**src/hdl/stdt_pkg.sv**
```systemverilog
// shared types and constants for the stereo disparity triangulator
package stdt_pkg;

  localparam int CFG_IDX_W = 3;

  typedef enum logic [CFG_IDX_W-1:0] {
    REG_BASELINE  = 3'd0,
    REG_FOCAL     = 3'd1,
    REG_PRINC_U   = 3'd2,
    REG_PRINC_V   = 3'd3,
    REG_MIN_DISP  = 3'd4
  } stdt_reg_t;

  localparam logic [31:0] BASELINE_RST = 32'hFE800000;
  localparam logic [15:0] FOCAL_RST    = 16'd8192;
  localparam logic [15:0] PRINC_U_RST  = 16'd5120;
  localparam logic [15:0] PRINC_V_RST  = 16'd3840;
  localparam logic [15:0] MIN_DISP_RST = 16'd16;

  // classified keypoint pair handed from front to back
  typedef struct packed {
    logic               rej;
    logic        [15:0] disp;
    logic signed [16:0] du;
    logic signed [16:0] dv;
  } stdt_item_t;

endpackage

```
**src/hdl/stdt_front.sv**
```systemverilog
// front end: accepts keypoint pairs, classifies them and queues them for the back end
module stdt_front
  import stdt_pkg::*;
(
  input  logic        clk,
  input  logic        rst,
  input  logic        push,
  output logic        full,
  input  logic [15:0] left_x,
  input  logic [15:0] left_y,
  input  logic [15:0] right_x,
  input  logic [15:0] focal_length,
  input  logic [15:0] principal_u,
  input  logic [15:0] principal_v,
  input  logic [15:0] min_disparity,
  output stdt_item_t  item,
  output logic        item_valid,
  input  logic        item_pop
);

  localparam int QD = 4;
  localparam int PW = $clog2(QD);

  stdt_item_t    q_mem [QD];
  logic [PW-1:0] wp;
  logic [PW-1:0] rp;
  logic [PW:0]   cnt;

  logic signed [16:0] disp_s;
  stdt_item_t         cls;
  logic               wr;
  logic               rd;

  always_comb begin
    disp_s  = $signed({1'b0, left_x}) - $signed({1'b0, right_x});
    cls.disp = disp_s[15:0];
    cls.du   = $signed({1'b0, left_x}) - $signed({1'b0, principal_u});
    cls.dv   = $signed({1'b0, left_y}) - $signed({1'b0, principal_v});
    // non-positive disparity always rejected, as is a zero focal length
    cls.rej  = disp_s[16] || (disp_s == 17'sd0) || (disp_s[15:0] < min_disparity)
               || (focal_length == 16'd0);
  end

  assign full       = (cnt == (PW+1)'(QD));
  assign item_valid = (cnt != '0);
  assign item       = q_mem[rp];
  assign wr         = push && !full;
  assign rd         = item_pop && item_valid;

  always_ff @(posedge clk) begin
    if (wr) begin
      q_mem[wp] <= cls;
    end
  end

  always_ff @(posedge clk) begin
    if (rst) begin
      wp  <= '0;
      rp  <= '0;
      cnt <= '0;
    end else begin
      if (wr) begin
        wp <= wp + 1'b1;
      end
      if (rd) begin
        rp <= rp + 1'b1;
      end
      cnt <= cnt + (PW+1)'(wr) - (PW+1)'(rd);
    end
  end

endmodule

```
**config.mk**
```make
export PLATFORM = sky130hd
export DESIGN_NAME = stdt_front
export DESIGN_NICKNAME = d
export VERILOG_FILES = /design/src/hdl/stdt_pkg.sv /design/src/hdl/stdt_front.sv
export SDC_FILE = /design/constraint.sdc
export NUM_CORES = 1
export LEC_CHECK = 0
export ABC_AREA = 1
export BUFFER_PORTS_ARGS = -buffer_cell sky130_fd_sc_hd__buf_4
export CORE_MARGIN = 2
export CORE_UTILIZATION = 58
export CTS_CLUSTER_SIZE = 16
export DETAILED_ROUTE_END_ITERATION = 6
export PLACE_DENSITY_LB_ADDON = 0.05
export SETUP_SLACK_MARGIN = 0.15
export SLEW_MARGIN = 20
export SYNTH_ARGS = -nofsm -noshare
export SYNTH_HDL_FRONTEND = slang
export SYNTH_SLANG_ARGS = --single-unit
```
**constraint.sdc**
```tcl
create_clock -name clk -period 3.95 [get_ports clk]
set_clock_uncertainty 0.15 [all_clocks]
set_input_delay 0.1975 -clock clk [delete_from_list [all_inputs] [get_ports clk]]
set_output_delay 0.1975 -clock clk [all_outputs]
set_load 0.1 [all_outputs]
```
==> summary.md <==
| Metric | Value |
|---|---|
| Status | `completed` |
| Clk_lat worst skew | `0.49 ns` |
| Final hold slack | `0.01518 ns` |
| Worst-case clock buffer depth | `3` |
| Synthesized area | `11,070 um2` |
| Worst-margin pin slew | `0.8321 ns` |
| Gr usage total | `24.36%` |
| CP Capture Type | `output pin` |
| Compound-Gate Fraction of Synth Area | `11.69%` |
| Post-synthesis cell type count | `38` |
| Initial Utilization | `59.20%` |
| Die area | `20,220 um2` |
| Critical Path, Cell by Cell | `buf_4 > o21ai_0 > o22ai_1 > buf_4` |
| Met2 WL | `11,880 um` |
| PwrDens | `679.3 nW/um2` |
| Crit-path slowest cell | `dfxtp_2` |
| Die height | `142.2 um` |
| Worst Hold Path Cells | `5` |
| Routed length per instance | `16.19 um` |
| Number of global-route vias before repair | `7,918` |
| Hold Violations, Final | `0` |
| Post-CTS Setup Bufs | `0` |
| Pre-CTS setup slack | `0.9675 ns` |
| Starting DRT DRC Count | `540` |
| Final net count | `1,469` |
| Slew margin rel. | `44.53%` |
| Clock sinks | `213` |
| Drc violations | `0` |
| Uppermost layer routed | `met4` |
| Mapped Nets | `1,300` |
| Total power | `9.099 mW` |
| Num rows | `50` |
| Top cells by area, synth | `edfxtp_1, ha_1, nand2_1, inv_1, o21ai_0` |
| Worst Path Arrival | `2.79 ns` |
| Reg-to-reg slack, setup | `1.26 ns` |
| Post-route ant nets | `0` |
| Grt ovf | `0` |
| Share of cells above drive strength 1 | `18.43%` |
| Unrepaired setup endpoints after global routing | `false` |
| Leading cell type by number of instances after synthesis | `edfxtp_1` |
| RePlAce Congestion | `0.9067` |
| Detailed placement HPWL | `16,610 um` |
| Multiplexer share of the synthesized area | `0%` |
| N_diodes | `0` |
| XOR/XNOR Fraction of Synth Area | `2.294%` |
| Final setup fails | `0` |
| Maxcap violations | `0` |
| Post-cts resize count | `0` |
| Fill cells | `1,399` |
| Final wirelength | `24,780 um` |
| Static leakage | `5.896 nW` |
| Detailed-route via count | `8,319` |
| Initial antenna violation count | `0` |
| Worst min-delay path class | `input port to flip-flop` |
| TritonCTS buffer count | `22` |
| Synthesis Warnings | `0` |
| Startpoint Class | `flip-flop` |
| Final worst path period share | `79.47%` |
| Post-Place Cells | `1,488` |
| Top post-synthesis cells by count | `edfxtp_1, nand2_1, inv_1` |
| Max VDD drop | `0.5045 mV` |
| Largest net degree at the start of global routing | `69` |
| Hold_buf cts | `3` |
| Post-route insts no fill | `1,531` |
| Reg2Reg Depth | `9` |
| Post-Synth Adder-Cell Area | `8.406%` |
| FF-to-FF End | `cnt[2]` |
| Sequential element share of the synthesized area | `56.94%` |
| Critical path's largest stage delay | `0.74 ns` |
| Drt first pass iters | `5` |
| Routed length on met3 | `1656 um` |
| Maximum fanout along the worst path | `68` |
| IO buf count | `168` |
| Post-synth EDFFs | `204` |
| Critical Path RT | `3.60 ns` |
| Chip width | `142.2 um` |
| Worst setup margin | `0.8108 ns` |
| Final min period | `3.139 ns` |
| Largest family of logic cells by synthesized area | `simple AND/OR/NAND/NOR gates` |
| # H-tree levels | `1` |
| Post-synth top area cell | `edfxtp_1` |
| Cells after synthesis | `1,112` |
| First-pass GRT wire length | `38,500 um` |
| Syn avg cell area | `9.959 um2` |
| RR Startpoint | `cnt[1]` |
| Synth-to-Final Area Change | `20.95%` |
| Synth async-reset ratio | `0%` |
| # IOs | `169` |
| Top_reg_cell synth | `edfxtp_1` |
| Worst-path clk slew | `0.06 ns` |
| Pins over their slew limit | `0` |
| Root Buffer | `clkbuf_16` |
| TNS Setup | `0 ns` |
| Share of the synthesized area in the top cell type | `55.32%` |
| WL met1 | `10,750 um` |
| Simple-gate area share of the yosys netlist | `13.89%` |
| Hold path start | `item_pop` |
| CP most frequent cell | `buf_4` |
| Fmax | `0.3186 GHz` |
| Core area | `18,710 um2` |
| Hold endpoint | `rp[0]` |
| Synth Register Bits | `213` |
| WS Path Type | `flip-flop to output pin` |
| CTS tree | `built` |
| Drt via density | `5.434` |
-- how the worst max path moves through the flow --
stage              endpoint  startpoint  slack, ns  depth (start not counted)
2_1_floorplan   q_mem[0][0]      cnt[1]       0.56                          3
6_report           item[20]   flip-flop       0.81                          4
3_5_place_dp   q_mem[2][50]   left_x[0]       0.97                         20
4_1_cts            item[19]   flip-flop       0.77                          4
5_1_grt            item[20]   flip-flop       0.63                          4
3_3_place_gp   q_mem[1][50]   left_x[0]        1.0                         20
-- cells by family (layout without fill, tap and decap cells) --
| logic type | after synthesis | in the layout |
|---|---|---|
| AND/OR/NAND/NOR | 369 | 369 |
| AO/OA/AOI/OAI | 231 | 231 |
| flip-flops | 213 | 213 |
| buffers and inverters | 198 | 383 |
| adder cells (fa/ha/maj) | 72 | 72 |
| XOR/XNOR | 29 | 29 |
-- power breakdown --
group          switching [mW]  total, mW  internal, mW  leakage, nW
Clock                   0.828       2.16          1.33        0.377
Sequential             0.0964       2.98          2.89         1.94
Combinational            3.11       3.96         0.850         3.58
Total                    4.03       9.10          5.06         5.90
-- critical path, delay by kind of cell (launching register included) --
kind / cells / cell delay, ns
DFF: 1 / 0.74
buffers and inverters: 2 / 1.02
AOI/OAI and AO/OA: 2 / 0.53
-- registers in the layout (all words and copies together) (netlist names), named ones only --
register,count
cnt,3
q_mem,204
rp,2
wp,2
-- through the flow --
step / cell area [um2] / utilization (%)
after floorplan: 11070 / -
after CTS: 13390 / 71.61
after global placement: 12600 / 67.34
after detailed placement: 12600 / 67.34
final: 13390 / 71.61
after global routing: 13390 / 71.61
-- per-layer routing --
layer	global-route usage, %	up-vias
met1	32.09	3841
met3	3.533	33
met2	42.41	298
met4	6.842	0
met5	0	-
li1	-	4147
-- cell type report --
type                            instances  area, um2  share of cell area [%]
Inverter                              164      615.6                   4.596
Timing Repair Buffer                  179       1364                   10.18
Clock inverter                         15      183.9                   1.373
Tap cell                              234      292.8                   2.186
Clock buffer                           25      583.1                   4.353
Multi-Input combinational cell        701       4048                   30.22
Sequential cell                       213       6307                   47.09
-- cell usage in the layout (no fill, tap or decap), drive strengths merged, types with 6 or more instances in the layout --
cell type  netlist  routed
a21o             7       7
inv            163     165
nand4           10      10
dfxtp            9       9
a31oi            6       6
o21ai          111     111
clkinv           1       9
nand2          173     173
xnor2           10      10
edfxtp         204     204
xor2            19      19
clkbuf          33      25
buf              1     176
ha              68      68
a21oi           47      47
nand3           28      28
nor2           139     139
o22ai           51      51
No activity file was read; power rests on OpenSTA's default activity.
